$ cat src/hdl/utf8d_pkg.sv
// Shared types, constants and the byte classifier of the UTF-8 stream decoder.
package utf8d_pkg;

  localparam int unsigned TOK_DEPTH_DEF = 4;
  localparam int unsigned RES_DEPTH_DEF = 4;

  // One input word as it arrives on the push side.
  typedef struct packed {
    logic [7:0] data_byte;
    logic       end_of_buffer;
  } in_word_t;

  // One result word as it leaves on the pop side.
  typedef struct packed {
    logic [20:0] code_point;
    logic        code_point_ready;
    logic        buffer_done;
    logic        buffer_valid;
  } out_word_t;

  // Byte classes as seen by the decoder.
  typedef enum logic [2:0] {
    CLS_ASCII,
    CLS_CONT,
    CLS_LEAD2,
    CLS_LEAD3,
    CLS_LEAD4,
    CLS_BAD
  } byte_class_t;

  // A classified byte, handed from the front to the back.
  typedef struct packed {
    byte_class_t kind;
    logic [6:0]  payload;
    logic        eob;
  } token_t;

  function automatic byte_class_t classify(input logic [7:0] b);
    byte_class_t k;
    if (b < 8'h80) begin
      k = CLS_ASCII;
    end else if (b < 8'hC0) begin
      k = CLS_CONT;
    end else if (b < 8'hE0) begin
      k = CLS_LEAD2;
    end else if (b < 8'hF0) begin
      k = CLS_LEAD3;
    end else if (b < 8'hF8) begin
      k = CLS_LEAD4;
    end else begin
      k = CLS_BAD;
    end
    return k;
  endfunction

  function automatic logic [6:0] payload_bits(input logic [7:0] b, input byte_class_t k);
    logic [7:0] p;
    unique case (k)
      CLS_ASCII: p = b & 8'h7F;
      CLS_CONT:  p = b & 8'h3F;
      CLS_LEAD2: p = b & 8'h1F;
      CLS_LEAD3: p = b & 8'h0F;
      CLS_LEAD4: p = b & 8'h07;
      default:   p = 8'h00;
    endcase
    return p[6:0];
  endfunction

endpackage

$ cat src/hdl/utf8_stream_decoder.sv
// Top level of the UTF-8 stream decoder and validator.
//
// The decoder takes one byte per word on the push side, each marked when it
// ends a buffer, and delivers code points and buffer verdicts on the pop side.
// It accepts one byte per clock cycle while full is low: a pushed byte is
// classified and registered in the byte queue by the front end, and the back
// end retires one queued byte every cycle in which its result queue has room,
// writing any result word it yields into the result queue, from which it can
// then be popped. Both sides behave as queues: full rises only when the byte
// queue holds TOK_DEPTH bytes, and empty stays low while results wait.
// A result word is produced when a sequence completes (code_point_ready set)
// and at each buffer end (buffer_done set, with buffer_valid giving the
// verdict); both flags may be set in one word. Any error (stray continuation
// byte, lead byte of 0xF8 or above, missing continuation, or a buffer that
// ends inside a sequence) is sticky: further bytes are swallowed until the
// buffer ends, and that last byte yields buffer_valid low. Overlong forms and
// surrogate code points are not rejected. All decoding state clears at each
// buffer end. code_point reads zero in words that carry no code point.
module utf8_stream_decoder
  import utf8d_pkg::*;
#(
  parameter int unsigned TOK_DEPTH = TOK_DEPTH_DEF,
  parameter int unsigned RES_DEPTH = RES_DEPTH_DEF
) (
  input  logic      clk,
  input  logic      rst,
  input  logic      push,
  input  in_word_t  item,
  output logic      full,
  output out_word_t result,
  output logic      empty,
  input  logic      pop
);

  // Classified bytes waiting for the back end.
  token_t tok;
  logic   tok_empty;
  logic   tok_pop;

  utf8d_front #(
    .TOK_DEPTH(TOK_DEPTH)
  ) u_front (
    .clk      (clk),
    .rst      (rst),
    .push     (push),
    .item     (item),
    .full     (full),
    .tok_pop  (tok_pop),
    .tok      (tok),
    .tok_empty(tok_empty)
  );

  // The back end holds the sequence state and the result queue.
  utf8d_back #(
    .RES_DEPTH(RES_DEPTH)
  ) u_back (
    .clk      (clk),
    .rst      (rst),
    .tok      (tok),
    .tok_empty(tok_empty),
    .tok_pop  (tok_pop),
    .result   (result),
    .empty    (empty),
    .pop      (pop)
  );

endmodule

$ cat src/hdl/utf8d_fifo.sv
// Small first-in first-out queue of register entries with full and empty flags.
module utf8d_fifo #(
  parameter int unsigned WIDTH = 8,
  parameter int unsigned DEPTH = 4
) (
  input  logic             clk,
  input  logic             rst,
  input  logic             push,
  input  logic [WIDTH-1:0] wdata,
  output logic             full,
  input  logic             pop,
  output logic [WIDTH-1:0] rdata,
  output logic             empty
);

  localparam int unsigned PTR_W = (DEPTH > 1) ? $clog2(DEPTH) : 1;
  localparam int unsigned CNT_W = $clog2(DEPTH + 1);

  logic [WIDTH-1:0] mem [DEPTH];
  logic [PTR_W-1:0] wr_ptr;
  logic [PTR_W-1:0] rd_ptr;
  logic [CNT_W-1:0] count;
  logic             do_push;
  logic             do_pop;

  assign full    = (count == CNT_W'(DEPTH));
  assign empty   = (count == '0);
  assign do_push = push && !full;
  assign do_pop  = pop && !empty;
  assign rdata   = mem[rd_ptr];

  always_ff @(posedge clk) begin
    if (do_push) begin
      mem[wr_ptr] <= wdata;
    end
  end

  always_ff @(posedge clk) begin
    if (rst) begin
      wr_ptr <= '0;
      rd_ptr <= '0;
      count  <= '0;
    end else begin
      if (do_push) begin
        wr_ptr <= (wr_ptr == PTR_W'(DEPTH - 1)) ? '0 : wr_ptr + PTR_W'(1);
      end
      if (do_pop) begin
        rd_ptr <= (rd_ptr == PTR_W'(DEPTH - 1)) ? '0 : rd_ptr + PTR_W'(1);
      end
      if (do_push && !do_pop) begin
        count <= count + CNT_W'(1);
      end else if (do_pop && !do_push) begin
        count <= count - CNT_W'(1);
      end
    end
  end

endmodule

$ cat src/hdl/utf8d_front.sv
// Front end: classifies each incoming byte and queues the resulting token.
module utf8d_front
  import utf8d_pkg::*;
#(
  parameter int unsigned TOK_DEPTH = TOK_DEPTH_DEF
) (
  input  logic     clk,
  input  logic     rst,
  input  logic     push,
  input  in_word_t item,
  output logic     full,
  input  logic     tok_pop,
  output token_t   tok,
  output logic     tok_empty
);

  token_t                 tok_in;
  logic [$bits(token_t)-1:0] tok_raw;

  always_comb begin
    tok_in.kind    = classify(item.data_byte);
    tok_in.payload = payload_bits(item.data_byte, tok_in.kind);
    tok_in.eob     = item.end_of_buffer;
  end

  utf8d_fifo #(
    .WIDTH($bits(token_t)),
    .DEPTH(TOK_DEPTH)
  ) u_tok_fifo (
    .clk  (clk),
    .rst  (rst),
    .push (push),
    .wdata(tok_in),
    .full (full),
    .pop  (tok_pop),
    .rdata(tok_raw),
    .empty(tok_empty)
  );

  assign tok = token_t'(tok_raw);

endmodule

$ cat src/hdl/utf8d_back.sv
// Back end: sequence state, error tracking and the queue of finished results.
module utf8d_back
  import utf8d_pkg::*;
#(
  parameter int unsigned RES_DEPTH = RES_DEPTH_DEF
) (
  input  logic      clk,
  input  logic      rst,
  input  token_t    tok,
  input  logic      tok_empty,
  output logic      tok_pop,
  output out_word_t result,
  output logic      empty,
  input  logic      pop
);

  logic [1:0]  bytes_pending;
  logic [1:0]  bytes_pending_next;
  logic [20:0] partial_value;
  logic [20:0] partial_value_next;
  logic        error_seen;
  logic        error_seen_next;

  logic        res_full;
  logic        emit;
  logic        ready;
  logic [20:0] cp;
  logic [20:0] shifted;
  logic [1:0]  pend_dec;
  out_word_t   res_in;
  logic [$bits(out_word_t)-1:0] res_raw;

  // A token is taken whenever one waits and the result queue has room.
  assign tok_pop  = !tok_empty && !res_full;
  assign shifted  = {partial_value[14:0], tok.payload[5:0]};
  assign pend_dec = bytes_pending - 2'd1;

  always_comb begin
    bytes_pending_next = bytes_pending;
    partial_value_next = partial_value;
    error_seen_next    = error_seen;
    ready              = 1'b0;
    cp                 = '0;
    if (!error_seen) begin
      if (bytes_pending != 2'd0) begin
        if (tok.kind == CLS_CONT) begin
          bytes_pending_next = pend_dec;
          partial_value_next = shifted;
          if (pend_dec == 2'd0) begin
            ready              = 1'b1;
            cp                 = shifted;
            partial_value_next = '0;
          end
        end else begin
          error_seen_next = 1'b1;
        end
      end else begin
        unique case (tok.kind)
          CLS_ASCII: begin
            ready = 1'b1;
            cp    = {14'd0, tok.payload};
          end
          CLS_LEAD2: begin
            partial_value_next = {14'd0, tok.payload};
            bytes_pending_next = 2'd1;
          end
          CLS_LEAD3: begin
            partial_value_next = {14'd0, tok.payload};
            bytes_pending_next = 2'd2;
          end
          CLS_LEAD4: begin
            partial_value_next = {14'd0, tok.payload};
            bytes_pending_next = 2'd3;
          end
          default: begin
            error_seen_next = 1'b1;
          end
        endcase
      end
    end

    res_in.code_point       = cp;
    res_in.code_point_ready = ready;
    res_in.buffer_done      = tok.eob;
    res_in.buffer_valid     = tok.eob && !error_seen_next && (bytes_pending_next == 2'd0);
    emit                    = tok_pop && (ready || tok.eob);

    if (tok.eob) begin
      bytes_pending_next = '0;
      partial_value_next = '0;
      error_seen_next    = 1'b0;
    end
  end

  always_ff @(posedge clk) begin
    if (rst) begin
      bytes_pending <= '0;
      partial_value <= '0;
      error_seen    <= 1'b0;
    end else if (tok_pop) begin
      bytes_pending <= bytes_pending_next;
      partial_value <= partial_value_next;
      error_seen    <= error_seen_next;
    end
  end

  utf8d_fifo #(
    .WIDTH($bits(out_word_t)),
    .DEPTH(RES_DEPTH)
  ) u_res_fifo (
    .clk  (clk),
    .rst  (rst),
    .push (emit),
    .wdata(res_in),
    .full (res_full),
    .pop  (pop),
    .rdata(res_raw),
    .empty(empty)
  );

  assign result = out_word_t'(res_raw);

endmodule
$ cat config.mk
export PLATFORM = sky130hd
export DESIGN_NAME = utf8_stream_decoder
export DESIGN_NICKNAME = d
export VERILOG_FILES = /design/src/hdl/utf8d_pkg.sv /design/src/hdl/utf8_stream_decoder.sv /design/src/hdl/utf8d_fifo.sv /design/src/hdl/utf8d_front.sv /design/src/hdl/utf8d_back.sv
export SDC_FILE = /design/constraint.sdc
export NUM_CORES = 1
export LEC_CHECK = 0
export CAP_MARGIN = 20
export CORE_UTILIZATION = 45
export CTS_CLUSTER_DIAMETER = 100
export DETAILED_ROUTE_END_ITERATION = 8
export DONT_BUFFER_PORTS = 1
export GPL_TIMING_DRIVEN = 0
export SLEW_MARGIN = 25
export SYNTH_ARGS = -nofsm -noshare
export SYNTH_HDL_FRONTEND = slang
export SYNTH_HIERARCHICAL = 1
export SYNTH_SLANG_ARGS = --single-unit
export TNS_END_PERCENT = 5
$ cat constraint.sdc
create_clock -name clk -period 11.5 [get_ports clk]
set_input_delay 2.875 -clock clk [delete_from_list [all_inputs] [get_ports clk]]
set_output_delay 2.875 -clock clk [all_outputs]
set_load 0.01 [all_outputs]
==> metrics.md <==
| Metric | Value |
|---|---|
| Setup crit end kind | `output port` |
| Cell row count | `between 40 and 50` |
| H-Tree Depth | `4` |
| RR Endpoint | `u_back/u_res_fifo/count[2]` |
| Vias in the first global route | `around 3800` |
| RePlAce Congestion | `between 0.8 and 0.9` |
| Crit path time final | `4.69 ns` |
| TritonCTS clock tree | `built` |
| Slew Viols, Final | `0` |
| Wire per inst | `between 15 and 20 um` |
| Largest net degree at the start of global routing | `25` |
| Post-synth top area share | `0.581` |
| Crit Path Class | `register to output port` |
| Drt drc | `0` |
| Area leader, netlist | `edfxtp_1` |
| Clk sinks | `between 150 and 200` |
| Post-DP HPWL | `between 7000 and 8000 um` |
| Fin nets | `approximately 470` |
| Initial core utilization | `0.469` |
| Die H | `about 130 um` |
| DRT Wirelength | `12300 um` |
| Root buf cell | `clkbuf_16` |
| Placeable core area | `15400 sq um` |
| Clk pin slew, worst setup/hold paths | `0.07 ns` |
| Reg-to-reg setup timing slack | `about 7.6 ns` |
| Full die area | `~17000 sq um` |
| Most used DFF post-synth | `edfxtp_1` |
| I/O Buffers | `0` |
| Count leader, synth | `edfxtp_1` |
| Iter 0 DRT Violations | `215` |
| WP data arrival | `1.82 ns` |
| Flops & latches, synth | `about 180` |
| Finished layout cell area | `between 8000 and 9000 sq um` |
| Hold Path Sink | `u_back/partial_value[14]` |
| Syn_nets | `453` |
| Clock buffer depth | `2` |
| Via Count | `roughly 3700` |
| Congestion Overflow GR | `0` |
| Die X-Extent | `between 100 and 150 um` |
| EDFF count, synth | `140` |
| Layout cell share with drive strength beyond 1 | `0.234` |
| Psw | `a little over 600 uW` |
| Initial antenna violation count | `0` |
| Setup bufs post-CTS | `0` |
| Post-synthesis cell type count | `56` |
| Synthesized area per cell | `approximately 17 sq um` |
| Status | `finished clean` |
| Final TNS setup | `0 ns` |
| Asr flop ratio synth | `0` |
| Slew @ Worst Pin | `~0.94 ns` |
| Logic pwr share | `0.292` |
| Via density | `between 5 and 6` |
| Total global-route track usage | `0.167` |
| Register share of total power | `0.433` |
| Syn Inst Count | `424` |
| RSZ-0062 raised after global routing | `false` |
| Clock share of power | `0.275` |
| Pwr Density | `approximately 240 nW/um^2` |
| Ant. Diodes | `0` |
| Utilization after layout | `0.525` |
| Synth warnings | `6` |
| Reg2Reg Depth | `13` |
| Max-Cap Viols | `0` |
| Clock Skew | `0.0132 ns` |
| Seq/Total Area, Yosys | `0.680` |
| Hold Crit Depth | `2` |
| Layout overhead on the synthesized area | `11.8%` |
| Worst hold start | `u_back/partial_value[14]` |
| Commonest cells post-synth | `edfxtp_1, dfxtp_1, mux4_2` |
| Switching portion of total power | `0.314` |
| Fmax | `~0.21 GHz` |
| Peak VDD IR | `about 0.13 mV` |
| Hold Path Class | `register to register` |
| Skew-Pair Late Insertion Delay | `0.43 ns` |
| Final Hold Viols | `0` |
| Tcrit/Tclk final | `0.408` |
| Tot Pwr | `1980 uW` |
| Post-route ant nets | `0` |
| Setup violations, final | `0` |
| CP Max Fanout | `10` |
| Placed standard-cell area | `about 7500 sq um` |
| Slew HR | `0.365` |
| First-pass detailed-route iteration total | `4` |
| Post-CTS Hold Fix Bufs | `0` |
| Type of origin of the critical path | `register` |
| First-pass GRT wire length | `20000 um` |
| Synthesized area | `between 7000 and 8000 sq um` |
| WP data required | `between 8 and 9 ns` |
| Cell-internal power | `1360 uW` |
| Post-cts gate resize count | `0` |
| # IOs | `39` |
| Top cells by area, synth | `edfxtp_1, mux4_2, dfxtp_1` |
| TritonCTS Buffers | `17` |
| P_leak | `around 0.0027 uW` |
-- stage by stage --
step | hold WS (ns) | cells | worst slack (ns)
5_1_grt | 0.487 | 668 | 6.65
3_3_place_gp | 0.446 | 635 | 6.81
3_5_place_dp | 0.449 | 636 | 7.01
2_1_floorplan | 0.433 | 424 | 7.12
6_report | 0.453 | 668 | 6.81
4_1_cts | 0.458 | 668 | 6.74
-- flip-flops by register name, indices dropped and copies added, names as in the netlist, named ones only --
register and flops:
u_back/bytes_pending 2, u_front/u_tok_fifo/wr_ptr 2, u_back/u_res_fifo/mem 96, u_back/error_seen 1, u_front/u_tok_fifo/mem 44, u_back/u_res_fifo/rd_ptr 2
u_back/u_res_fifo/wr_ptr 2, u_back/partial_value 15, u_back/u_res_fifo/count 3, u_front/u_tok_fifo/count 3, u_front/u_tok_fifo/rd_ptr 2
-- worst max path at each step --
stage | depth (start not counted) | endpoint | slack [ns]
after floorplan | 8 | u_front/u_tok_fifo/count[2] | 7.12
after global placement | 13 | u_back/u_res_fifo/count[2] | 6.81
after detailed placement | 8 | u_front/u_tok_fifo/count[2] | 7.01
after CTS | 3 | result[12] | 6.74
after global routing | 3 | result[12] | 6.65
final | 3 | result[12] | 6.81
-- cells by family after synthesis --
kind of cell / Yosys count / synth area share
compound gates: 43 / 0.0475
xor+xnor: 4 / 0.00484
fa+ha+maj: 16 / 0.0297
buf+inv: 35 / 0.0264
flops: 176 / 0.680
mux: 47 / 0.125
simple gates: 103 / 0.0856
-- power groups by stage --
stage	sequential [uW]	clock (uW)	combinational, uW
floorplan	857	0	459
global placement	865	0	561
detailed placement	871	0	581
CTS	857	560	584
global route	868	588	632
finish	856	544	577
-- routing by layer --
layer | wire length (um) | track usage | up-vias
met3 | 373 | 0.0328 | 16
met5 | 0 | 0 | -
met4 | 217 | 0.0920 | 0
met2 | 6200 | 0.278 | 66
met1 | 5470 | 0.205 | 1878
li1 | - | - | 1701
-- cells in the final DEF, fill, tap and decap left out, types with 3 or more instances in the layout --
cell | Yosys | final
inv_6 | 0 | 4
nand2_1 | 20 | 20
mux2i_1 | 12 | 12
and2_1 | 25 | 25
mux4_2 | 35 | 35
nor3_1 | 5 | 5
a32o_1 | 6 | 6
edfxtp_1 | 140 | 140
inv_8 | 0 | 3
xor2_1 | 4 | 4
clkinv_4 | 2 | 5
clkbuf_16 | 0 | 18
buf_4 | 2 | 3
buf_6 | 5 | 5
clkbuf_1 | 8 | 8
dfxtp_1 | 36 | 36
and3_2 | 8 | 8
a21oi_1 | 9 | 9
ha_1 | 14 | 14
buf_2 | 4 | 4
nor2b_1 | 3 | 3
nor2_1 | 9 | 9
o31ai_2 | 4 | 4
nand3_1 | 5 | 5
o21ai_0 | 5 | 5
inv_1 | 13 | 13
-- critical path: stages (launching register included) --
cell and delay (ns):
dfxtp_1 0.30, buf_2 0.20, buf_4 0.28, mux4_2 0.60
-- cell type report --
cell class,instances,area (sq um)
Tap cell,211,264
Buffer,20,125
Multi-Input combinational cell,213,2140
Timing Repair Buffer,1,7.51
Clock buffer,18,450
Fill cell,1295,7330
Sequential cell,176,4920
Clock inverter,14,119
Inverter,15,66.3
Power figures use the tool's default switching activity.
